$ cat src/hw/rtl/sgr_pkg.sv
// package with grid geometry, widths and controller/datapath interface types
`timescale 1ns / 1ps
package sgr_pkg;
    localparam int GRID_ROWS  = 256;
    localparam int GRID_COLS  = 256;
    localparam int GRID_CELLS = GRID_ROWS * GRID_COLS;
    localparam int ROW_W      = $clog2(GRID_ROWS);
    localparam int COL_W      = $clog2(GRID_COLS);
    localparam int ADDR_W     = $clog2(GRID_CELLS);
    localparam int CELL_W     = 16;
    localparam int SWEEP_W    = 32;
    localparam int IN_W       = 32;
    localparam int OUT_W      = 72;

    localparam logic [1:0] OP_WRITE = 2'd0;
    localparam logic [1:0] OP_READ  = 2'd1;
    localparam logic [1:0] OP_RELAX = 2'd2;

    localparam logic [2:0] PH_CENTER = 3'd0;
    localparam logic [2:0] PH_LEFT   = 3'd1;
    localparam logic [2:0] PH_RIGHT  = 3'd2;
    localparam logic [2:0] PH_UP     = 3'd3;
    localparam logic [2:0] PH_DOWN   = 3'd4;
    localparam logic [2:0] PH_WRITE  = 3'd5;

    typedef struct packed {
        logic       clear;
        logic       accept;
        logic       sweep;
        logic [2:0] phase;
        logic       sweep_init;
        logic       swap;
        logic       load_zero;
        logic       load_read;
        logic       load_relax;
    } t_dp_cmd;

    typedef struct packed {
        logic last_cell;
        logic changed;
    } t_dp_stat;
endpackage

$ cat src/hw/rtl/sgr_ctrl.sv
// controller state machine for clearing, item handling and sweep sequencing
`timescale 1ns / 1ps
module sgr_ctrl (
    input  logic            i_clk,
    input  logic            i_rst_n,
    input  logic            i_in_valid,
    input  logic [1:0]      i_op,
    input  logic            i_out_ready,
    input  sgr_pkg::t_dp_stat i_stat,
    output logic            o_in_ready,
    output logic            o_out_valid,
    output sgr_pkg::t_dp_cmd  o_cmd
);
    import sgr_pkg::*;

    localparam logic [2:0] S_CLEAR  = 3'd0;
    localparam logic [2:0] S_IDLE   = 3'd1;
    localparam logic [2:0] S_READ   = 3'd2;
    localparam logic [2:0] S_SWEEP  = 3'd3;
    localparam logic [2:0] S_SWAP   = 3'd4;
    localparam logic [2:0] S_DECIDE = 3'd5;

    logic [2:0] r_state, n_state;
    logic [2:0] r_phase, n_phase;
    logic       r_out_valid, n_out_valid;
    logic       accept;

    assign o_in_ready  = (r_state == S_IDLE) && (!r_out_valid || i_out_ready);
    assign accept      = o_in_ready && i_in_valid;
    assign o_out_valid = r_out_valid;

    always_comb begin
        n_state     = r_state;
        n_phase     = r_phase;
        n_out_valid = r_out_valid && !i_out_ready;
        o_cmd       = '0;
        o_cmd.phase = r_phase;
        case (r_state)
            S_CLEAR: begin
                o_cmd.clear = 1'b1;
                if (i_stat.last_cell) n_state = S_IDLE;
            end
            S_IDLE: begin
                if (accept) begin
                    o_cmd.accept = 1'b1;
                    case (i_op)
                        OP_READ: n_state = S_READ;
                        OP_RELAX: begin
                            o_cmd.sweep_init = 1'b1;
                            n_phase          = PH_CENTER;
                            n_state          = S_SWEEP;
                        end
                        default: begin
                            o_cmd.load_zero = 1'b1;
                            n_out_valid     = 1'b1;
                        end
                    endcase
                end
            end
            S_READ: begin
                o_cmd.load_read = 1'b1;
                n_out_valid     = 1'b1;
                n_state         = S_IDLE;
            end
            S_SWEEP: begin
                o_cmd.sweep = 1'b1;
                if (r_phase == PH_WRITE) begin
                    n_phase = PH_CENTER;
                    if (i_stat.last_cell) n_state = S_SWAP;
                end else begin
                    n_phase = r_phase + 3'd1;
                end
            end
            S_SWAP: begin
                o_cmd.swap = 1'b1;
                n_state    = S_DECIDE;
            end
            S_DECIDE: begin
                if (i_stat.changed) begin
                    o_cmd.sweep_init = 1'b1;
                    n_state          = S_SWEEP;
                end else begin
                    o_cmd.load_relax = 1'b1;
                    n_out_valid      = 1'b1;
                    n_state          = S_IDLE;
                end
            end
            default: n_state = S_IDLE;
        endcase
    end

    always_ff @(posedge i_clk) begin
        if (!i_rst_n) begin
            r_state     <= S_CLEAR;
            r_phase     <= PH_CENTER;
            r_out_valid <= 1'b0;
        end else begin
            r_state     <= n_state;
            r_phase     <= n_phase;
            r_out_valid <= n_out_valid;
        end
    end
endmodule

$ cat config.mk
export PLATFORM = sky130hd
export DESIGN_NAME = sgr_ctrl
export DESIGN_NICKNAME = d
export VERILOG_FILES = /design/src/hw/rtl/sgr_pkg.sv /design/src/hw/rtl/sgr_ctrl.sv
export SDC_FILE = /design/constraint.sdc
export NUM_CORES = 1
export LEC_CHECK = 0
export BUFFER_PORTS_ARGS = -buffer_cell sky130_fd_sc_hd__buf_2
export CAP_MARGIN = 10
export CORE_MARGIN = 3
export CORE_UTILIZATION = 41
export CTS_CLUSTER_DIAMETER = 80
export DETAILED_ROUTE_END_ITERATION = 16
export GPL_TIMING_DRIVEN = 0
export PLACE_DENSITY_LB_ADDON = 0.15
export SKIP_LAST_GASP = 1
export SYNTH_ARGS = -nofsm -noshare
export SYNTH_HDL_FRONTEND = slang
export SYNTH_SLANG_ARGS = --single-unit
$ cat constraint.sdc
create_clock -name i_clk -period 1.49 [get_ports i_clk]
set_clock_uncertainty 0.15 [all_clocks]
set_input_delay 0.0745 -clock i_clk [delete_from_list [all_inputs] [get_ports i_clk]]
set_output_delay 0.0745 -clock i_clk [all_outputs]
set_load 0.05 [all_outputs]
==> impl_results.md <==
* Post-synthesis mux area share at about 3.9%
* Via count at between 600 and 700
* Layout area overhead at 66.5%
* Dpl hpwl at ~1000 um
* Core box area at about 1200 um2
* HP Class: primary input to flip-flop
* Mapped Avg Cell Area at around 8.3 um2
* CTS tree: yes
* Routability cong. at approximately 0.76
* Status: finished, violations left
* Pre-CTS setup slack at -0.0578 ns
* CP required at ~1.3 ns
* Die area at 1800 um2
* Synth Area in XOR/XNOR at 0%
* Startpoint types: flip-flop
* H-tree depth at 1
* Minimum clock period at about 1.6 ns
* Fmax at roughly 640 MHz
* DR iter-0 viols at 9
* Sink Count at 7
* Async S/R FF share, synth at 0%
* Critical setup path kind: flip-flop to primary output
* Initial antenna violation count at 0
* Row count at 12
* EDFF count, synth at 0
* Slew Limit Fails at 0
* Placed inst area at 703 um2
* Mapped cell area at 546 um2
* Sequential-to-total area share from yosys stat at approximately a quarter
* PD cells at just under 800 nW/um2
* Yosys cell types at 35
* Antenna viol nets, final at 0
* Vias/cell at 5.46
* Die W at roughly 42 um
* Failing checks: setup timing
* Clock slew at reported path FFs at around 0.06 ns
* Number of synthesized register bits at 7
* Clock tree buffer depth at 2
* DR pass1 iterations at 4
* Post-synthesis cell count at between 60 and 70
* Simple-gate area share of the yosys netlist at between 30% and 40%
* Period utilization at 105%
* Port bufs at 20
* Post-synthesis adder-cell area fraction at under 10%
* RSZ-0062 raised after global routing: true
* Root Buffer: clkbuf_4
* First-pass GRT wire length at between 2000 and 3000 um
* Layout cells sized above 1 at around three fifths
* Largest family of logic cells by synthesized area: simple AND/OR/NAND/NOR gates
* GRT Total Usage at between 10% and 20%
* Final wirelength at between 1500 and 2000 um
* CP Max Fanout at 7
* Largest net degree at the start of global routing at 11
* Maximum VDD drop at slightly below 0.0006 V
* Die Y at 42.5 um
* Starting Density at a little under half
* Setup ws final at -0.0736 ns
* Drt drc at 0
* Final setup violation count at 8
* WP data arrival at between 1 and 1.5 ns
* Synth warn at 0
* Vias in the first global route at just under 600
* Slew headroom at 76.4%
* WL per Instance at between 15 and 20 um
* Nets at 112
* Top FF cell, synth: dfxtp_1
* Leakage at 0.406 nW
* # IOs at 21
* Max Cap Viol at 0
* Fin util at roughly 78%
* Worst-Margin Slew at ~0.35 ns
* Finished Cell Area at 908 um2
* Fill cells at between 90 and 100
* GRT overflow at 0
* Nature of the critical path endpoint: primary output
* Mapped Nets at 76
* Synth Area in Compound Gates at between 20% and 30%
* N_diodes at 0
* Worst-Skew Late Latency at between 0.2 and 0.3 ns
* Num CTS Buffers at 3
* TNS Setup at -0.281 ns
* Final Hold Fails at 0
-- where the power goes --
group | internal (mW) | total (mW) | leakage [nW] | switching, mW
Sequential | 0.196 | 0.208 | 0.0606 | 0.0119
Clock | 0.103 | 0.185 | 0.0150 | 0.0817
Combinational | 0.125 | 0.326 | 0.330 | 0.202
Total | 0.424 | 0.719 | 0.406 | 0.295
-- layer usage --
layer	share of wire [%]	global-route usage (%)	vias to the layer above	wire length (um)
met5	0	0	-	0
met4	7.1	15.5	0	125
met3	4.4	8.15	13	78
met2	50	30.4	19	879
met1	39	20.8	287	686
li1	-	-	309	-
-- layout by cell type, fill, tap and decap left out, types with 3 or more instances in the layout --
| cell type | Yosys | routed |
|---|---|---|
| inv_1 | 7 | 6 |
| buf_4 | 1 | 13 |
| nor3_4 | 0 | 3 |
| buf_2 | 1 | 14 |
| buf_6 | 2 | 5 |
| nor2_1 | 5 | 4 |
| clkbuf_4 | 0 | 3 |
| o21ai_0 | 7 | 6 |
| dfxtp_2 | 0 | 3 |
| dfxtp_4 | 0 | 3 |
-- state kept, by name (all words and copies together), names as in the netlist --
register	count
o_out_valid	1
r_phase	3
r_state	3
-- area by class of cell --
cell class                      count  area (um2)  share of cell area, %
Sequential cell                     7         155                   17.1
Timing Repair Buffer               33         245                   27.0
Clock buffer                        4        26.3                   2.89
Inverter                            7        26.3                   2.89
Tap cell                           14        17.5                   1.93
Multi-Input combinational cell     48         419                   46.1
Buffer                              2        18.8                   2.07
-- worst paths after layout --
check,startpoint,endpoint,slack [ns],depth (start not counted)
worst min register to register,r_phase[1]$_SDFFE_PN0P_,r_phase[1]$_SDFFE_PN0P_,0.38,2
worst min-delay path,i_stat[1],r_state[1]$_SDFFE_PN0P_,0.03,3
worst max-delay path,r_state[2]$_SDFFE_PN0P_,o_cmd[2],-0.07,4
worst max register to register,r_state[1]$_SDFFE_PN0P_,o_out_valid$_SDFF_PN0_,-0.05,5
-- through the flow --
step | cells | total power [mW] | hold slack (ns)
6_report | 115 | 0.719 | 0.0259
5_1_grt | 115 | 0.756 | 0.0362
4_1_cts | 108 | 0.676 | 0.0187
3_5_place_dp | 100 | 0.467 | 0.219
3_3_place_gp | 100 | 0.464 | 0.211
2_1_floorplan | 66 | 0.411 | 0.0420
-- what timing repair did --
item / in CTS / in global routing
setup endpoints to repair: 8 / 12
hold buffers: 1 / 0
buffers inserted: 5 / 7
gates resized for setup: 16 / 15
pin swaps: 4 / 4
gates cloned: 0 / 0
hold endpoints to repair: 5 / 0
-- cell families after synthesis --
| family | after synthesis |
|---|---|
| compound gates | 18 |
| fa+ha+maj | 2 |
| buf+inv | 11 |
| flops | 7 |
| mux | 2 |
| simple gates | 26 |
-- critical path, cell delays in order (launching register included) --
cell	delay [ns]
dfxtp_4	0.36
nand2b_4	0.16
nor3_4	0.18
and3_4	0.22
buf_8	0.14
-- synthesized netlist by cell type, types with 2 or more instances --
cell type,n,share of area [%]
buf_6,2,4.1
a21oi_1,2,1.8
inv_1,7,4.8
nor3_2,2,3.7
o21ai_0,7,6.4
nor3b_1,2,2.8
ha_1,2,4.6
nor3_1,3,2.8
nor2b_1,2,2.3
nor2_1,5,3.4
dfxtp_1,7,26
nand2_1,2,1.4
Note: power is estimated with default switching activity, not from simulation.
